## src/hw/rtl/sfd_pkg.sv

```systemverilog
// Package for the SBUS frame decoder: state encoding, frame layout and scaling constants.
// Depends on nothing; imported by sbus_frame_decoder_unit, sbus_pulse_checker and tb.
package sfd_pkg;

    // Sequencer states, one-hot.
    typedef enum logic [3:0] {
        ST_IDLE     = 4'b0001,
        ST_SCAN_RD  = 4'b0010,
        ST_SCAN_CHK = 4'b0100,
        ST_UNPACK   = 4'b1000
    } sfd_state_t;

    // Command codes on the op port.
    localparam logic OP_BYTE = 1'b0;
    localparam logic OP_IDLE = 1'b1;

    // Frame layout.
    localparam int FRAME_BYTES   = 25;
    localparam int CHANNELS      = 16;
    localparam int CHAN_BITS     = 11;
    localparam int PAYLOAD_BYTES = 22;
    localparam int FLAG_INDEX    = 23;

    localparam logic [7:0] SYNC_HEAD = 8'h0F;
    localparam logic [7:0] SYNC_TAIL = 8'h00;

    // Bit positions within the flag byte.
    localparam int FAILSAFE_BIT = 3;
    localparam int LOST_BIT     = 2;

    // Pulse scaling: floor(raw * 5 / 8) + offset.
    localparam logic [11:0] PULSE_OFFSET = 12'd880;

endpackage

```

## src/hw/rtl/sbus_frame_decoder_unit.sv

```systemverilog
// SBUS frame decoder top level: burst buffer memory, frame search and channel unpacking.
// Depends on sfd_pkg for state encoding and frame constants.
//
// Usage. A command word is taken at a rising edge where start is high and busy is low.
// With op at OP_BYTE the word carries one received byte, which is written into the burst
// buffer in that same edge; busy stays low, so bytes may follow in consecutive cycles.
// When the buffer already holds BURST_DEPTH bytes, the new byte overwrites position zero
// and the buffer restarts from there.
// With op at OP_IDLE the burst is closed. An empty buffer leaves everything untouched;
// fewer than 25 bytes simply empties the buffer. Otherwise busy rises and the buffer is
// searched from position zero for a 25-byte frame opening with 0x0F and closing with 0x00.
// Each candidate position goes through ST_SCAN_RD, where the two sync bytes are read from
// the memory's two read ports, then ST_SCAN_CHK, which compares them on the following
// cycle. A search that fails tries fill-24 positions and produces no results. On a hit,
// the 22 payload bytes are streamed out of the memory one per cycle, giving sixteen
// results on the strobe port, channel 0 first, the last one marked.
// Each result is present for exactly one cycle; the receiver cannot hold it off.
// The buffer is always emptied when the search ends. The final result appears in the
// same cycle as busy falls, so a new command may already be taken alongside it.
// Reset clears the fill count and the sequencer; the buffer memory itself is not cleared,
// as only positions written since the last reset or wrap are ever read.
module sbus_frame_decoder_unit
    import sfd_pkg::*;
#(
    parameter int BURST_DEPTH = 64
)
(
    input  logic        clk,
    input  logic        rst_n,
    input  logic        start,
    output logic        busy,
    input  logic        op,
    input  logic [7:0]  rx_byte,
    output logic        strobe,
    output logic [3:0]  channel,
    output logic [11:0] pulse_value,
    output logic        failsafe,
    output logic        frame_lost,
    output logic        last
);

    localparam int AW = $clog2(BURST_DEPTH);
    localparam int CW = $clog2(BURST_DEPTH + 1);
    localparam int KW = $clog2(PAYLOAD_BYTES + 1);
    localparam int ACC_W = CHAN_BITS + 7;
    localparam int NB_W = $clog2(ACC_W + 1);

    // Burst buffer, two synchronous read ports.
    logic [7:0]    mem [BURST_DEPTH];
    logic          mem_we;
    logic [AW-1:0] mem_waddr;
    logic [AW-1:0] addr_a;
    logic [AW-1:0] addr_b;
    logic [7:0]    rd_a_reg;
    logic [7:0]    rd_b_reg;

    sfd_state_t       state_reg, state_next;
    logic [CW-1:0]    fill_reg, fill_next;
    logic [AW-1:0]    pos_reg, pos_next;
    logic [KW-1:0]    k_reg, k_next;
    logic [ACC_W-1:0] acc_reg, acc_next;
    logic [NB_W-1:0]  nbits_reg, nbits_next;
    logic [3:0]       ch_reg, ch_next;

    logic             strobe_reg, strobe_next;
    logic [3:0]       channel_reg;
    logic [11:0]      pulse_reg;
    logic             failsafe_reg;
    logic             lost_reg;
    logic             last_reg;

    logic             accept;
    logic             full;
    logic [ACC_W-1:0] merged;
    logic [NB_W-1:0]  merged_nb;
    logic [CHAN_BITS-1:0] raw;
    logic [CHAN_BITS+2:0] raw_x5;
    logic [11:0]      pulse_calc;

    assign accept = start && (state_reg == ST_IDLE);
    assign full   = (fill_reg == CW'(BURST_DEPTH));

    // Byte writes go in at the fill position, wrapping to zero when the buffer is full.
    assign mem_we    = accept && (op == OP_BYTE);
    assign mem_waddr = full ? '0 : fill_reg[AW-1:0];

    // Read addresses: sync head and tail while searching, payload and flags while unpacking.
    always_comb
    begin
        if (state_reg == ST_UNPACK)
        begin
            addr_a = pos_reg + AW'(k_reg) + AW'(1);
            addr_b = pos_reg + AW'(FLAG_INDEX);
        end
        else
        begin
            addr_a = pos_reg;
            addr_b = pos_reg + AW'(FRAME_BYTES - 1);
        end
    end

    always_ff @(posedge clk)
    begin
        if (mem_we)
        begin
            mem[mem_waddr] <= rx_byte;
        end
        rd_a_reg <= mem[addr_a];
        rd_b_reg <= mem[addr_b];
    end

    // Bit stream assembly: the returning payload byte lands above the bits still held.
    assign merged    = acc_reg | (ACC_W'(rd_a_reg) << nbits_reg);
    assign merged_nb = nbits_reg + NB_W'(8);
    assign raw       = merged[CHAN_BITS-1:0];
    assign raw_x5    = {raw, 2'b00} + (CHAN_BITS+3)'(raw);
    assign pulse_calc = 12'(raw_x5 >> 3) + PULSE_OFFSET;

    always_comb
    begin
        state_next  = state_reg;
        fill_next   = fill_reg;
        pos_next    = pos_reg;
        k_next      = k_reg;
        acc_next    = acc_reg;
        nbits_next  = nbits_reg;
        ch_next     = ch_reg;
        strobe_next = 1'b0;

        unique case (state_reg)
            ST_IDLE:
            begin
                if (accept)
                begin
                    if (op == OP_BYTE)
                    begin
                        fill_next = full ? CW'(1) : fill_reg + CW'(1);
                    end
                    else if (fill_reg < CW'(FRAME_BYTES))
                    begin
                        fill_next = '0;
                    end
                    else
                    begin
                        pos_next   = '0;
                        state_next = ST_SCAN_RD;
                    end
                end
            end
            ST_SCAN_RD:
            begin
                state_next = ST_SCAN_CHK;
            end
            ST_SCAN_CHK:
            begin
                if (rd_a_reg == SYNC_HEAD && rd_b_reg == SYNC_TAIL)
                begin
                    k_next     = '0;
                    acc_next   = '0;
                    nbits_next = '0;
                    ch_next    = '0;
                    state_next = ST_UNPACK;
                end
                else if ((CW'(pos_reg) + CW'(FRAME_BYTES)) < fill_reg)
                begin
                    pos_next   = pos_reg + AW'(1);
                    state_next = ST_SCAN_RD;
                end
                else
                begin
                    fill_next  = '0;
                    state_next = ST_IDLE;
                end
            end
            ST_UNPACK:
            begin
                if (k_reg < KW'(PAYLOAD_BYTES))
                begin
                    k_next = k_reg + KW'(1);
                end
                // Data for payload byte k-1 is back from the memory whenever k is non-zero.
                if (k_reg != '0)
                begin
                    if (merged_nb >= NB_W'(CHAN_BITS))
                    begin
                        strobe_next = 1'b1;
                        acc_next    = merged >> CHAN_BITS;
                        nbits_next  = merged_nb - NB_W'(CHAN_BITS);
                        ch_next     = ch_reg + 4'd1;
                        if (ch_reg == 4'(CHANNELS - 1))
                        begin
                            fill_next  = '0;
                            state_next = ST_IDLE;
                        end
                    end
                    else
                    begin
                        acc_next   = merged;
                        nbits_next = merged_nb;
                    end
                end
            end
            default:
            begin
                state_next = ST_IDLE;
            end
        endcase
    end

    always_ff @(posedge clk or negedge rst_n)
    begin
        if (!rst_n)
        begin
            state_reg  <= ST_IDLE;
            fill_reg   <= '0;
            strobe_reg <= 1'b0;
        end
        else
        begin
            state_reg  <= state_next;
            fill_reg   <= fill_next;
            strobe_reg <= strobe_next;
        end
    end

    always_ff @(posedge clk)
    begin
        pos_reg   <= pos_next;
        k_reg     <= k_next;
        acc_reg   <= acc_next;
        nbits_reg <= nbits_next;
        ch_reg    <= ch_next;
        if (strobe_next)
        begin
            channel_reg  <= ch_reg;
            pulse_reg    <= pulse_calc;
            failsafe_reg <= rd_b_reg[FAILSAFE_BIT];
            lost_reg     <= rd_b_reg[LOST_BIT];
            last_reg     <= (ch_reg == 4'(CHANNELS - 1));
        end
    end

    assign busy        = (state_reg != ST_IDLE);
    assign strobe      = strobe_reg;
    assign channel     = channel_reg;
    assign pulse_value = pulse_reg;
    assign failsafe    = failsafe_reg;
    assign frame_lost  = lost_reg;
    assign last        = last_reg;

`ifndef SYNTHESIS
    // A result only ever follows a cycle of unpacking.
    a_strobe_after_busy: assert property (@(posedge clk) disable iff (!rst_n)
        strobe |-> $past(busy))
        else $error("result strobe without preceding decode activity");

    // The end-of-frame mark sits on channel fifteen only.
    a_last_channel: assert property (@(posedge clk) disable iff (!rst_n)
        (strobe && last) |-> (channel == 4'(CHANNELS - 1)))
        else $error("last mark on wrong channel");

    // Once the final channel is out, the sequencer is idle and the buffer empty.
    a_last_releases: assert property (@(posedge clk) disable iff (!rst_n)
        (strobe && last) |-> (!busy && fill_reg == '0))
        else $error("decoder still busy after final channel");

    // Fill count never runs past the buffer depth.
    a_fill_bound: assert property (@(posedge clk) disable iff (!rst_n)
        fill_reg <= CW'(BURST_DEPTH))
        else $error("fill count beyond buffer depth");

    // Channels within a frame come out in ascending order; checked where two results are back to back.
    a_channel_order: assert property (@(posedge clk) disable iff (!rst_n)
        (strobe && $past(strobe) && channel != '0) |-> (channel == $past(channel) + 4'd1))
        else $error("channel results out of order");
`endif

endmodule

```

## config.mk

```make
export PLATFORM = sky130hd
export DESIGN_NAME = sbus_frame_decoder_unit
export DESIGN_NICKNAME = d
export VERILOG_FILES = /design/src/hw/rtl/sfd_pkg.sv /design/src/hw/rtl/sbus_frame_decoder_unit.sv
export SDC_FILE = /design/constraint.sdc
export NUM_CORES = 1
export LEC_CHECK = 0
export ABC_AREA = 1
export BUFFER_PORTS_ARGS = -buffer_cell sky130_fd_sc_hd__buf_4
export CAP_MARGIN = 20
export CORE_UTILIZATION = 30
export CTS_CLUSTER_DIAMETER = 120
export DETAILED_ROUTE_END_ITERATION = 8
export MAX_ROUTING_LAYER = met4
export PLACE_DENSITY = 0.44
export SLEW_MARGIN = 5
export SYNTH_ARGS = -nofsm -noshare
export SYNTH_HDL_FRONTEND = slang
export SYNTH_SLANG_ARGS = --single-unit
```

## constraint.sdc

```tcl
create_clock -name clk -period 8.4 [get_ports clk]
set_input_delay 0.84 -clock clk [delete_from_list [all_inputs] [get_ports clk]]
set_output_delay 0.84 -clock clk [all_outputs]
set_load 0.01 [all_outputs]
```

* After elaboration in Yosys (flattened, before gate mapping)
Memories as Yosys holds them, arrays and structs flattened. A register that Yosys moved wholly into a read port is not among the register bits.
Cells that the tools add are included.
** Storage, ports and cells
- Bits in registers :: 69
- RAM bits :: 512
- Input bits :: 12
- Output and inout port bits :: 21
- Memories kept :: 1
** Operators by class
- Add/sub/neg operators :: 13
- $lt $le $gt $ge :: 4
- Equal/unequal tests :: 20
- Shift operators :: 1
- Mux-type cells :: 47
- Bitwise logic cells :: 2
- Reductions and logical operators :: 14
** Memories
- mem :: words 64, bits a word 8, rd ports 2, clocked after Yosys merged registers in 2, write ports 1, RTL line sbus_frame_decoder_unit.sv:49 : logic [7:0] mem [BURST_DEPTH];
** Operators by type and width (number)
- two-way mux 7 bit :: 9
- two-way mux 18 bit :: 3
- two-way mux 6 bit :: 8
- two-way mux 4 bit :: 10
- one-hot mux 18 bit (2 select lines) :: 1
- one-hot mux 7 bit (3 select lines) :: 1
- two-way mux 5 bit :: 4
- one-hot mux 5 bit (2 select lines) :: 2
- bitwise OR 18 bit :: 1
- << shifter 8 x 5 -> 18 bit :: 1
- one-hot mux 4 bit (4 select lines) :: 1
- adder 13 x 11 -> 14 bit :: 1
- != test 2 bit (second input constant) :: 7
- adder 11 x 10 -> 12 bit (second input constant) :: 1
- adder 6 x 1 -> 6 bit (second input constant) :: 2
- adder 6 x 5 -> 6 bit (second input constant) :: 2
- one-hot mux 6 bit (2 select lines) :: 1
- AND reduction 6 bit :: 2
- == test 4 bit (second input constant) :: 2
- == test 8 x 4 -> 1 bit (second input constant) :: 1
- logical NOT 8 bit :: 1
- != test 2 x 1 -> 1 bit (second input constant) :: 4
- one-hot mux 4 bit (2 select lines) :: 1
- AND reduction 8 bit :: 1
- 26 further kinds :: 34

* Depth between registers and ports, before layout
- Word-level depth :: 5
- Mapped depth :: 23

* Worst setup path after synthesis
Ideal clock, no wire load.
- Path kind :: register to register
- Start :: register nbits_reg[0]
- End :: register pulse_reg[10] (netlist: pulse_value[10]) (data pin)
- Data arrival time :: 2.806 ns
- Data required time :: 8.147 ns
- Setup slack :: 5.341 ns
- Cell stages (with the launch flop) :: 22
- Buffers on the path :: 1
- Path through :: edfxtp_1 buf_2 nand2_1 a21boi_0 nor2_1 o21ai_0 inv_1 a21oi_1 inv_1 ha_1 a21oi_1 nand2_1 nand2_1 nand2_1 a21oi_1 xor2_1 ha_1 nand3_1 nand2_1 nand3_1 nand2_1 nand2_1
** On the way
- Longest elaborated chain between the ends :: 4
** RTL lines
- start, declared :: RTL line sbus_frame_decoder_unit.sv:62 : logic [NB_W-1:0] nbits_reg, nbits_next;
- start signal, assigned :: RTL line sbus_frame_decoder_unit.sv:231 : nbits_reg <= nbits_next;
- << shifter 8 x 5 -> 18 bit :: RTL line sbus_frame_decoder_unit.sv:113 : assign merged = acc_reg | (ACC_W'(rd_a_reg) << nbits_reg);
- bitwise OR 18 bit :: RTL line sbus_frame_decoder_unit.sv:113
- adder 13 x 11 -> 14 bit :: RTL line sbus_frame_decoder_unit.sv:116 : assign raw_x5 = {raw, 2'b00} + (CHAN_BITS+3)'(raw);
- adder 11 x 10 -> 12 bit :: RTL line sbus_frame_decoder_unit.sv:117 : assign pulse_calc = 12'(raw_x5 >> 3) + PULSE_OFFSET;
- named net pulse_calc[10] :: RTL line sbus_frame_decoder_unit.sv:78 : logic [11:0] pulse_calc;
- end signal, assigned :: RTL line sbus_frame_decoder_unit.sv:236 : pulse_reg <= pulse_calc;
- end, declared :: RTL line sbus_frame_decoder_unit.sv:67 : logic [11:0] pulse_reg;
The timed path passes the listed nets, and every way through them passes these cells.
A chain may end at the register's enable or synchronous reset.

* Final worst setup path
- Start :: register pos_reg[0]
- End :: register rd_a_reg[7], read port of mem
** On the way
- Longest elaborated chain between the ends :: 3
** RTL lines
- start, declared :: RTL line sbus_frame_decoder_unit.sv:59 : logic [AW-1:0] pos_reg, pos_next;
- start signal, assigned :: RTL line sbus_frame_decoder_unit.sv:228 : pos_reg <= pos_next;
- adder 6 x 5 -> 6 bit :: RTL line sbus_frame_decoder_unit.sv:92 : addr_a = pos_reg + AW'(k_reg) + AW'(1);
- adder 6 x 1 -> 6 bit :: RTL line sbus_frame_decoder_unit.sv:92
- two-way mux 6 bit (*) :: RTL line sbus_frame_decoder_unit.sv:90 : if (state_reg == ST_UNPACK)
- end, declared :: RTL line sbus_frame_decoder_unit.sv:54 : logic [7:0] rd_a_reg;
Every way passes the cells marked *; elsewhere a longest branch is shown, timed or not.

==> flow_summary.yaml <==
yosys:
  synth_cell_type_count: 49
  yosys.cell_count.top_type: "nand2_1"
  avgSynthCellArea_um2: 9.54
  synth_top_cell_area_share_pct: 54.7
  synth-seq-cells: 597
  synth_area_um2: 31200
  synthArstFlopShare_pct: 2.01
  syn_nets: 3323
  yosys.area.top_type: "edfxtp_1"
  synthTopCellsByCount: "nand2_1, edfxtp_1, nand3_1"
  yosysSeqAreaShare_pct: 56.7
  yosys_warnings: 0
  synthCells: 3276
  yosys_most_used_dff: "edfxtp_1"
  synth_area_leaders: "edfxtp_1, o211ai_1, nand2_1, nand3_1, inv_1"
  synth_edf_count: 569
sta:
  period_share_pct: 48.4
  setup_viol: 0
  drv_slew: 0
  hold_violations: 0
  tightest_slew_ps: 1080
  rsz0062_at_grt: "false"
  final.setup.tns_ps: 0
  whs_ps: 45.5
  fmax_ghz: 0.246
  timing.slew.headroom_pct: 28.0
  fin_crit_ps: 4060
  skew_ps: 29.2
power_and_ir_drop:
  vdd_ir_drop_max_mv: 0.139
  leakagePower_uw: 0.0128
  clockPowerShare_pct: 36.9
  p_switching_uw: 2980
  power.internal_uw: 5820
  p_per_area_nw_per_um2: 251
  swShare_pct: 33.9
  comb_power_share_pct: 24.2
  seq_power_share_pct: 38.9
worst_setup_path:
  rr_endpoint: "rd_a_reg[7]"
  critical_path_class: "reg -> reg"
  r2r_start: "pos_reg[0]"
  crit_required_ps: 8920
  path_buf_inv: 5
  cp_max_fo: 50
  r2r_slack_ps: 4340
  crit_path_frequent_cell: "nand3_1"
  cpLargestDelayFamily: "buffers and inverters"
  cpPeakStageDelay_ps: 740
  start_kind: "flop"
  cp_cell_sequence: "inv_1 -> ha_1 -> fa_1 -> inv_1 -> nor2_1 -> o21ai_0 -> nand2_2 -> buf_4 -> inv_4 -> buf_4 -> nand3_1 -> nand3_1 -> nand3_1 -> nand3_1 -> nand2_1"
  critPathCaptureType: "flop"
  reg2reg_depth: 15
  crit_slowest_cell: "buf_4"
  cp_data_arrival_time_ps: 4590
floorplanning:
  start_util_pct: 30.2
  ioPinCount: 33
  core_area_um2: 103000
  row_count: 118
  die_h_um: 325
  dieArea_um2: 105000
  die_w_um: 325
cts:
  tritoncts: "done"
  cts_buffers: 72
  cts_hold_buf: 0
  cts_resized: 0
  clock_latency_ps: 640
  path_clk_slew_ps: 60
  h-tree-depth: 3
  clock_sinks: 597
  ctsLongestPathBuffers: 3
  root_buffer: "clkbuf_16"
  post_cts_buffers: 0
grt:
  antenna_found_initial: 0
  grt_max_degree: 198
  grt_pass1_wl_mm: 158
  grt_usage_pct: 20.7
  grt_pass1_vias: 23000
  grt_remaining_overflow: 0
drt:
  vias: 24300
  avgViaCountPerCell: 5.24
  wirelength_mm: 108
  drc_errors: 0
  wl_per_cell_um: 23.3
  drt-pass1-iter-count: 6
  ant_nets: 0
  drtIter0Drc: 2332
run:
  drv_cap: 0
final_layout:
  syn_to_final_growth_pct: 12.0
  insertedDiodeCount: 0
  largest_reg_flops: 512
  nets: 3251
  drive_above_1_share_pct: 6.87
placement:
  port_buffers: 32
  place.gp.congestion: 0.827
  hpwl_mm: 64.0
run_status:
  outcome: "completed"
min_path:
  min_path_type: "in -> async"
worst max path at each step:
| stage | cells after the start | end | start | slack [ps] |
|---|---|---|---|---|
| 2_1_floorplan | 21 | pulse_value[10] | nbits_reg[0] | 5340 |
| 3_3_place_gp | 15 | rd_a_reg[7] | pos_reg[0] | 4420 |
| 3_5_place_dp | 15 | rd_a_reg[4] | pos_reg[0] | 4420 |
| 4_1_cts | 15 | rd_a_reg[4] | pos_reg[0] | 4400 |
| 5_1_grt | 22 | pulse_value[10] | nbits_reg[0] | 4170 |
| 6_report | 15 | rd_a_reg[7] | pos_reg[0] | 4340 |
metrics by stage:
stage / worst slack, ps / util (%) / power [µW] / area [µm²] / std cells
final: 4340 / 33.9 / 8800 / 35000 / 4641
after global routing: 4170 / 33.9 / 9120 / 35000 / 4641
after CTS: 4400 / 33.8 / 8850 / 35000 / 4640
after detailed placement: 4420 / 31.5 / 5590 / 32600 / 4509
after global placement: 4420 / 31.5 / 5590 / 32500 / 4507
after floorplan: 5340 / - / 4780 / 31200 / 3276
cell families (layout without fill, tap and decap cells):
| kind of cell | after synthesis | after routing | share of synthesized area [%] |
|---|---|---|---|
| buffers and inverters | 605 | 590 | 8.23 |
| XOR/XNOR | 19 | 19 | 0.581 |
| flip-flops | 597 | 597 | 56.7 |
| AND/OR/NAND/NOR | 1348 | 1348 | 18.4 |
| AO/OA/AOI/OAI | 672 | 672 | 14.7 |
| adder cells (fa/ha/maj) | 35 | 35 | 1.45 |
worst register-to-register path, delay by kind of cell, from the launching register on:
family	cells	cell delay (ps)
buffers and inverters	5	1540
AND/OR/NAND/NOR	7	1180
adder cells (fa/ha/maj)	2	630
flip-flops	1	410
AO/OA/AOI/OAI	1	220
cell type report:
type | count | area (µm²)
flip-flops and latches | 597 | 17700
fillers | 10600 | 68300
clock buffers | 92 | 1970
multi-input cells | 2074 | 11000
clock inverters | 39 | 457
inverters | 382 | 1450
repair buffers | 77 | 664
well taps | 1380 | 1730
cell usage in the layout, fill, tap and decap left out, types with 4 or more instances in the layout:
cell type,instances
inv_2,8
xnor2_1,4
clkbuf_8,5
o211ai_1,456
clkbuf_16,74
nor2_1,194
o21ai_0,114
nand4_1,9
a21oi_1,67
edfxtp_1,569
o22ai_1,7
nand2_1,643
clkinv_2,16
nor4_1,7
nand3_1,467
ha_1,33
dfrtp_1,11
buf_12,5
a221oi_1,4
clkinvlp_4,7
dfxtp_1,16
o21ai_1,6
clkinv_1,4
inv_1,369
xor2_1,12
clkbuf_1,13
buf_4,70
nor3_1,13
bufinv_16,9
per-layer routing:
| metal | up-vias | global-route usage [%] | wire length [µm] | share of wire (%) |
|---|---|---|---|---|
| li1 | 11500 | - | - | - |
| met1 | 11900 | 28.1 | 49000 | 45 |
| met2 | 765 | 32.1 | 49600 | 46 |
| met3 | 175 | 2.26 | 5750 | 5.3 |
| met4 | 0 | 7.20 | 3690 | 3.4 |
| met5 | - | - | 0 | 0 |
power groups by stage:
stage          Sequential, µW  Combinational, µW  Clock (µW)
2_1_floorplan            3430               1360           0
3_3_place_gp             3490               2110           0
3_5_place_dp             3480               2110           0
4_1_cts                  3420               2110        3310
5_1_grt                  3430               2290        3410
6_report                 3420               2130        3250
No activity file was read; power rests on OpenSTA's default activity.
